--- src/hdl/bihp_pkg.sv ---
// Shared types and constants for the bitmap info header parser.
// No dependencies; imported by every module in hdl/.
package bihp_pkg;

    localparam int BYTE_W     = 8;
    localparam int POS_W      = 6;
    localparam int HDR_FULL   = 40;
    localparam int HDR_CORE   = 12;
    localparam int SIZE_BYTES = 4;

    // Bit-count codes that get a computed image size
    localparam logic [15:0] BPP_1 = 16'd1;
    localparam logic [15:0] BPP_4 = 16'd4;
    localparam logic [15:0] BPP_8 = 16'd8;

    typedef struct packed {
        logic [31:0] header_size;
        logic [31:0] width;
        logic [31:0] height;
        logic [15:0] planes;
        logic [15:0] bit_count;
        logic [31:0] compression;
        logic [31:0] size_image;
        logic [31:0] x_pels_per_meter;
        logic [31:0] y_pels_per_meter;
        logic [31:0] colors_used;
        logic [31:0] colors_important;
        logic        bad_size;
    } hdr_fields_t;

    // Parser to size stage: decoded fields plus the pending size product
    typedef struct packed {
        hdr_fields_t fields;
        logic        calc_size;
        logic [31:0] row_bytes;
    } bihp_mid_t;

endpackage

--- src/hdl/bihp_parse.sv ---
// Byte collector and field decoder: input register, byte position, header bytes,
// decoded result register. Depends on bihp_pkg.
module bihp_parse import bihp_pkg::*; (
    input  logic               aclk,
    input  logic               aresetn,
    input  logic               s_valid,
    input  logic [BYTE_W-1:0]  s_byte,
    input  logic               s_start,
    output logic               s_ready,
    input  logic               dn_ready,
    output logic               mid_valid,
    output bihp_mid_t          mid
);

    logic              in_valid_reg;
    logic [BYTE_W-1:0] in_byte_reg;
    logic              in_start_reg;
    logic [POS_W-1:0]  pos_reg, pos_next;
    logic [BYTE_W-1:0] store_reg [HDR_FULL];
    logic [BYTE_W-1:0] view [HDR_FULL];
    logic              mid_valid_reg, mid_valid_next;
    bihp_mid_t         mid_reg, mid_next;

    logic              mid_adv, fire, take, bad, done, emit, full;
    logic [POS_W-1:0]  wpos, pos_inc;
    logic [31:0]       size_w, w, h, comp;
    logic [15:0]       bits;
    logic [32:0]       wsum;
    logic [5:0]        round_add;
    hdr_fields_t       f;

    assign mid_adv   = !mid_valid_reg || dn_ready;
    assign s_ready   = !in_valid_reg || mid_adv;
    assign fire      = in_valid_reg && mid_adv;
    assign mid_valid = mid_valid_reg;
    assign mid       = mid_reg;

    always_comb begin
        take    = in_start_reg || (pos_reg != '0 && pos_reg < POS_W'(HDR_FULL));
        wpos    = in_start_reg ? '0 : pos_reg;
        pos_inc = wpos + POS_W'(1);
        for (int i = 0; i < HDR_FULL; i++) begin
            view[i] = (take && wpos == POS_W'(i)) ? in_byte_reg : store_reg[i];
        end
        size_w = {view[3], view[2], view[1], view[0]};
        bad    = pos_inc == POS_W'(SIZE_BYTES) && size_w != 32'(HDR_FULL)
                 && size_w != 32'(HDR_CORE);
        done   = pos_inc >= POS_W'(SIZE_BYTES) && size_w == {26'd0, pos_inc};
        emit   = take && (bad || done);
        full   = size_w == 32'(HDR_FULL);

        f = '0;
        f.header_size = size_w;
        if (full) begin
            f.width            = {view[7], view[6], view[5], view[4]};
            f.height           = {view[11], view[10], view[9], view[8]};
            f.planes           = {view[13], view[12]};
            f.bit_count        = {view[15], view[14]};
            f.compression      = {view[19], view[18], view[17], view[16]};
            f.size_image       = {view[23], view[22], view[21], view[20]};
            f.x_pels_per_meter = {view[27], view[26], view[25], view[24]};
            f.y_pels_per_meter = {view[31], view[30], view[29], view[28]};
            f.colors_used      = {view[35], view[34], view[33], view[32]};
            f.colors_important = {view[39], view[38], view[37], view[36]};
        end else begin
            // core header: 16-bit fields; the other fields start at zero
            f.width     = {16'd0, view[5], view[4]};
            f.height    = {16'd0, view[7], view[6]};
            f.planes    = {view[9], view[8]};
            f.bit_count = {view[11], view[10]};
        end

        w    = f.width;
        h    = f.height;
        comp = f.compression;
        bits = f.bit_count;

        mid_next           = '0;
        mid_next.calc_size = 1'b0;
        // ceil(width / pixels per 32-bit word) words, four bytes each
        priority if (bits == BPP_1) begin
            round_add = 6'd31;
        end else if (bits == BPP_4) begin
            round_add = 6'd7;
        end else begin
            round_add = 6'd3;
        end
        wsum = {1'b0, w} + {27'd0, round_add};
        priority if (bits == BPP_1) begin
            mid_next.row_bytes = 32'({wsum[32:5], 2'b00});
        end else if (bits == BPP_4) begin
            mid_next.row_bytes = {wsum[32:3], 2'b00};
        end else begin
            mid_next.row_bytes = 32'({wsum[32:2], 2'b00});
        end
        if (comp == '0) begin
            priority if (bits == BPP_1) begin
                mid_next.calc_size = 1'b1;
                f.colors_used      = 32'd2;
                f.colors_important = 32'd2;
            end else if (bits == BPP_4) begin
                mid_next.calc_size = 1'b1;
                f.colors_used      = 32'd0;
                f.colors_important = 32'd16;
            end else if (bits == BPP_8) begin
                mid_next.calc_size = 1'b1;
                f.colors_used      = 32'd0;
                f.colors_important = 32'd256;
            end else begin
                mid_next.calc_size = 1'b0;
            end
        end

        if (bad) begin
            f                  = '0;
            f.header_size      = size_w;
            f.bad_size         = 1'b1;
            mid_next.calc_size = 1'b0;
        end
        mid_next.fields = f;

        pos_next = pos_reg;
        if (fire && take) begin
            pos_next = emit ? '0 : pos_inc;
        end
        mid_valid_next = mid_valid_reg;
        if (mid_adv) begin
            mid_valid_next = fire && emit;
        end
    end

    always_ff @(posedge aclk) begin
        if (!aresetn) begin
            in_valid_reg  <= 1'b0;
            pos_reg       <= '0;
            mid_valid_reg <= 1'b0;
        end else begin
            if (s_ready) begin
                in_valid_reg <= s_valid;
            end
            pos_reg       <= pos_next;
            mid_valid_reg <= mid_valid_next;
        end
    end

    always_ff @(posedge aclk) begin
        if (s_ready && s_valid) begin
            in_byte_reg  <= s_byte;
            in_start_reg <= s_start;
        end
        if (fire && take) begin
            store_reg[wpos] <= in_byte_reg;
        end
        if (fire && emit) begin
            mid_reg <= mid_next;
        end
    end

endmodule

--- src/hdl/bihp_size.sv ---
// Image size multiply and result register.
// Depends on bihp_pkg.
module bihp_size import bihp_pkg::*; (
    input  logic        aclk,
    input  logic        aresetn,
    input  logic        mid_valid,
    input  bihp_mid_t   mid,
    output logic        dn_ready,
    output logic        m_valid,
    input  logic        m_ready,
    output hdr_fields_t out_fields
);

    logic        out_valid_reg;
    hdr_fields_t out_reg, out_next;
    logic [31:0] prod;

    assign dn_ready   = !out_valid_reg || m_ready;
    assign m_valid    = out_valid_reg;
    assign out_fields = out_reg;

    // product wraps modulo 2^32
    assign prod = mid.row_bytes * mid.fields.height;

    always_comb begin
        out_next = mid.fields;
        if (mid.calc_size) begin
            out_next.size_image = prod;
        end
    end

    always_ff @(posedge aclk) begin
        if (!aresetn) begin
            out_valid_reg <= 1'b0;
        end else if (dn_ready) begin
            out_valid_reg <= mid_valid;
        end
    end

    always_ff @(posedge aclk) begin
        if (dn_ready && mid_valid) begin
            out_reg <= out_next;
        end
    end

endmodule

--- src/hdl/bmp_info_header_parser.sv ---
// Top level of the bitmap info header parser: stream ports and result packing.
// Depends on bihp_pkg, bihp_parse, bihp_size.
//
//  channel | dir | tdata                              | tuser
//  s_      | in  | data_byte                          | start_req
//  m_      | out | ten header fields + header_size    | bad_size
//
// One header byte per cycle while s_tready is high; no configuration.
// After the transfer of the header's last byte, a result passes through the input register,
// the decode register and the multiply/result register before it leaves.
// Reset clears the byte position and all valid flags; header bytes are not cleared.
// An output stall is absorbed by the empty stages before s_tready drops.
module bmp_info_header_parser import bihp_pkg::*; (
    input  logic         aclk,
    input  logic         aresetn,
    input  logic         s_tvalid,
    output logic         s_tready,
    input  logic [7:0]   s_tdata,   // [7:0] data_byte
    input  logic         s_tuser,   // [0] start_req
    output logic         m_tvalid,
    input  logic         m_tready,
    // [31:0] header_size, [63:32] width, [95:64] height, [111:96] planes,
    // [127:112] bit_count, [159:128] compression, [191:160] size_image,
    // [223:192] x_pels_per_meter, [255:224] y_pels_per_meter,
    // [287:256] colors_used, [319:288] colors_important
    output logic [319:0] m_tdata,
    output logic         m_tuser    // [0] bad_size
);

    logic        mid_valid, dn_ready;
    bihp_mid_t   mid;
    hdr_fields_t res;

    bihp_parse u_parse (
        .aclk      (aclk),
        .aresetn   (aresetn),
        .s_valid   (s_tvalid),
        .s_byte    (s_tdata),
        .s_start   (s_tuser),
        .s_ready   (s_tready),
        .dn_ready  (dn_ready),
        .mid_valid (mid_valid),
        .mid       (mid)
    );

    bihp_size u_size (
        .aclk       (aclk),
        .aresetn    (aresetn),
        .mid_valid  (mid_valid),
        .mid        (mid),
        .dn_ready   (dn_ready),
        .m_valid    (m_tvalid),
        .m_ready    (m_tready),
        .out_fields (res)
    );

    assign m_tdata = {res.colors_important, res.colors_used, res.y_pels_per_meter,
                      res.x_pels_per_meter, res.size_image, res.compression,
                      res.bit_count, res.planes, res.height, res.width,
                      res.header_size};
    assign m_tuser = res.bad_size;

    // input only backs up when every stage is full and the output stalls
    a_stall_source: assert property (@(posedge aclk) disable iff (!aresetn)
        !s_tready |-> m_tvalid && !m_tready)
        else $error("input stalled without output backpressure");

    a_bad_zero: assert property (@(posedge aclk) disable iff (!aresetn)
        m_tvalid && res.bad_size |-> res.width == '0 && res.height == '0
            && res.size_image == '0 && res.colors_important == '0
            && res.header_size != 32'(HDR_FULL) && res.header_size != 32'(HDR_CORE))
        else $error("bad-size result carries field data");

    a_good_size: assert property (@(posedge aclk) disable iff (!aresetn)
        m_tvalid && !res.bad_size |->
            res.header_size == 32'(HDR_FULL) || res.header_size == 32'(HDR_CORE))
        else $error("result with unexpected header size");

    a_core_zero: assert property (@(posedge aclk) disable iff (!aresetn)
        m_tvalid && res.header_size == 32'(HDR_CORE) |->
            res.compression == '0 && res.x_pels_per_meter == '0
            && res.y_pels_per_meter == '0 && res.width[31:16] == '0)
        else $error("core header result has extended fields");

endmodule
--- config.mk ---
export PLATFORM = sky130hd
export DESIGN_NAME = bmp_info_header_parser
export DESIGN_NICKNAME = d
export VERILOG_FILES = /design/src/hdl/bihp_pkg.sv /design/src/hdl/bihp_parse.sv /design/src/hdl/bihp_size.sv /design/src/hdl/bmp_info_header_parser.sv
export SDC_FILE = /design/constraint.sdc
export NUM_CORES = 2
export LEC_CHECK = 0
export ABC_AREA = 1
export BUFFER_PORTS_ARGS = -buffer_cell sky130_fd_sc_hd__buf_2
export CAP_MARGIN = 20
export CORE_ASPECT_RATIO = 0.6
export CORE_UTILIZATION = 55
export DETAILED_ROUTE_END_ITERATION = 10
export PLACE_DENSITY = 0.73
export SLEW_MARGIN = 20
export SYNTH_ARGS = -nofsm -noshare
export SYNTH_HDL_FRONTEND = slang
export SYNTH_SLANG_ARGS = --single-unit
--- constraint.sdc ---
create_clock -name aclk -period 24.5 [get_ports aclk]
set_input_delay 2.45 -clock aclk [delete_from_list [all_inputs] [get_ports aclk]]
set_output_delay 2.45 -clock aclk [all_outputs]
set_load 0.005 [all_outputs]
==> results.yml <==
logic_synthesis:
  seq_area_frac_synth: 0.565
  avgSynthCellArea_um2: 11.0
  ys_types: 49
  ys_ff_latch: 1011
  synth_nets: 5372
  synthFlopType: "edfxtp_1"
  syn-cell-area_mm2: 0.0536
  syn_inst: 4882
  async_flop_share: 0
  synth_edf_count: 1002
  yosys_warnings: 0
global_routing:
  grt_overflow_total: 0
  grtUsageMet1: 0.459
  gr-usage-all-layers: 0.298
  met3_usage: 0.0786
  grt_max_degree: 159
  busiest_layer: "met1"
  grt_antenna_before_repair: 3
  grt_pass1_vias: 35200
  grt_pass1_wl_um: 218000
  grt_use_met2: 0.417
critical_path:
  crit_fanout: 51
  critical_path.top_delay_family: "simple AND/OR/NAND/NOR gates"
  arrival_ns: 8.92
  worstSetupPathType: "reg2reg"
  regToRegSetupSlack_ns: 16.03
  cpMostUsedCell: "nand2_1"
  critPathCaptureType: "register"
  cpMaxStageDelayCell: "inv_2"
  cp-start-kind: "register"
  crit_required_ns: 24.95
  crit_buf_inv: 6
  worst_path_largest_cell_delay_ns: 0.72
timing:
  fin_setup_tns_ns: 0
  hold_slack_ns: 0.405
  relSlewSlack: 0.170
  fmax_ghz: 0.118
  rsz0062_at_grt: "no"
  period_needed_ns: 8.47
  final.period_utilization: 0.346
  skew_ns: 0.0335
  setup_viol: 0
  tightest_slew_ns: 1.24
  hold_viol: 0
  slew_violations: 0
final_layout:
  drive_above_1_share: 0.117
  final_common_cell: "nand2_1"
  mostFrequentLayoutCells: "nand2_1 (1148), edfxtp_1 (1002), inv_1 (825)"
  syn_to_final_growth_pct: 11.2
  multiInputGateArea_mm2: 0.0193
  seq_area_mm2: 0.0303
  num-fill-cells: 7562
  final_nets: 5646
  largest_reg_flops: 352
  final_util: 0.618
route:
  firstDrtPassIters: 8
  totalWireLength_um: 146000
  wire_per_inst_um: 22.3
  ant_nets: 0
  initialDrtViolationCount: 4693
  viasPerCell: 5.57
  num_vias: 36300
  drc: 0
clock_network:
  cts_root_buf: "clkbuf_16"
  postCtsSetupBuffers: 0
  clk_path_buf_depth: 3
  cts.sinks: 1011
  cts.clk_slew.worst_paths_ns: 0.07
  holdBufCountCts: 0
  htreeDepth: 3
  post_cts_resized: 0
  tritoncts: "yes"
  clk_latency_ns: 0.72
  cts_buffers: 89
power:
  combPwrFrac: 0.021
  switching_share: 0.210
  peakVddDrop_mv: 0.0503
  p_clk_frac: 0.425
  power_density_mw_per_mm2: 57.3
  p_total_mw: 3.41
  p_sw_mw: 0.716
  power.internal_mw: 2.70
  pwr-share-seq: 0.553
  cellLeakagePower_nw: 26.4
floorplan:
  initial_core_util: 0.556
  die_x_um: 405
  io_pins: 336
  dieArea_mm2: 0.0987
  core_area_mm2: 0.0963
  rows: 88
  die_h_um: 244
outcome:
  status: "finished clean"
placed_design:
  port_buffers: 335
  place.gp.congestion: 0.952
  dp_hpwl_um: 101000
min_path:
  min_path_type: "reg2reg"
job:
  timing.max_cap.violations: 0
[kinds of logic after synthesis]
| group | count (synthesis) | share of synthesized area |
|---|---|---|
| AOI/OAI and AO/OA | 444 | 0.0438 |
| xor gates and xnor gates | 94 | 0.0154 |
| adders and majority gates | 477 | 0.161 |
| buffers and inverters | 1055 | 0.0754 |
| DFF | 1011 | 0.565 |
| muxes | 31 | 0.00651 |
| and+or+nand+nor | 1770 | 0.133 |
[cells in the mapped netlist (2+ instances only)]
cell       count  area share
nand2_2        9      0.0011
nor3_1         7     0.00065
fa_1         353        0.13
or2_2          9      0.0011
xnor2_1       43      0.0070
o211ai_1      16      0.0022
nand4_1       20      0.0023
nand3_1      183       0.017
ha_1         124       0.029
o21bai_1       7     0.00098
o21ai_2        3     0.00049
buf_4         10      0.0014
nor2_4         4     0.00084
nor4_1         2     0.00023
nand2_4        3     0.00063
nor2_8         2     0.00075
nand2_1     1149       0.080
a21oi_1      225       0.021
o2111ai_1      2     0.00033
clkinv_1       6     0.00042
mux2_2        31      0.0065
a21o_1         2     0.00028
clkbuf_1     171       0.012
nor2_1       359       0.025
nand3b_1       8      0.0011
a31oi_1        8     0.00093
a22oi_1        4     0.00056
edfxtp_1    1002        0.56
inv_1        826       0.058
o21ai_1        9     0.00084
buf_2         16      0.0015
nor2_2        11      0.0013
inv_2          5     0.00035
buf_1         17      0.0012
dfxtp_1        9      0.0034
buf_6          3     0.00063
o21ai_0      162       0.015
xor2_1        51      0.0083
[worst register-to-register path, delay by kind of cell (launching register included)]
kind                     cells  cell delay (ns)
AND/OR/NAND/NOR             31             5.61
flip-flops                   1             0.48
buffers and inverters        6             1.47
adder cells (fa/ha/maj)      2             0.64
[through the flow]
step,std cells,cell area [µm²],setup WS (ns)
4_1_cts,6525,59500,16.22
6_report,6529,59600,16.03
2_1_floorplan,4882,53600,5.61
3_5_place_dp,6368,56600,16.28
3_3_place_gp,6368,56600,16.48
5_1_grt,6528,59600,15.26
[cell type report]
type / instances / area share
clock buffers: 107 / 0.0389
clock inverters: 50 / 0.0112
well taps: 1305 / 0.0274
diodes: 2 / 0.0000840
multi-input cells: 2816 / 0.324
flip-flops and latches: 1011 / 0.508
repair buffers: 401 / 0.0374
inverters: 837 / 0.0529
[power by group through the flow]
stage	clock network [mW]	registers (mW)	logic, mW
2_1_floorplan	0	1.93	0.0262
3_3_place_gp	0	1.93	0.0695
3_5_place_dp	0	1.93	0.0697
4_1_cts	1.46	1.89	0.0699
5_1_grt	1.53	1.89	0.0744
6_report	1.45	1.89	0.0730
[routing by layer]
| layer | wire length, µm | vias up | share of wire |
|---|---|---|---|
| met5 | 0 | - | 0 |
| met4 | 3880 | 0 | 0.027 |
| met2 | 61200 | 2125 | 0.42 |
| met3 | 18600 | 216 | 0.13 |
| met1 | 62100 | 17800 | 0.43 |
| li1 | - | 16200 | - |
[worst paths after layout]
check | startpoint | end | cells past startpoint
worst min register to register | u_parse.mid[132] | u_size.out_fields[99] | 0
worst max-delay path | u_parse.in_start_reg | u_parse.mid[29] | 39
worst min-delay path | u_parse.mid[132] | u_size.out_fields[99] | 0
worst max register to register | u_parse.in_start_reg | u_parse.mid[29] | 39
Note: power is estimated with default switching activity, not from simulation.
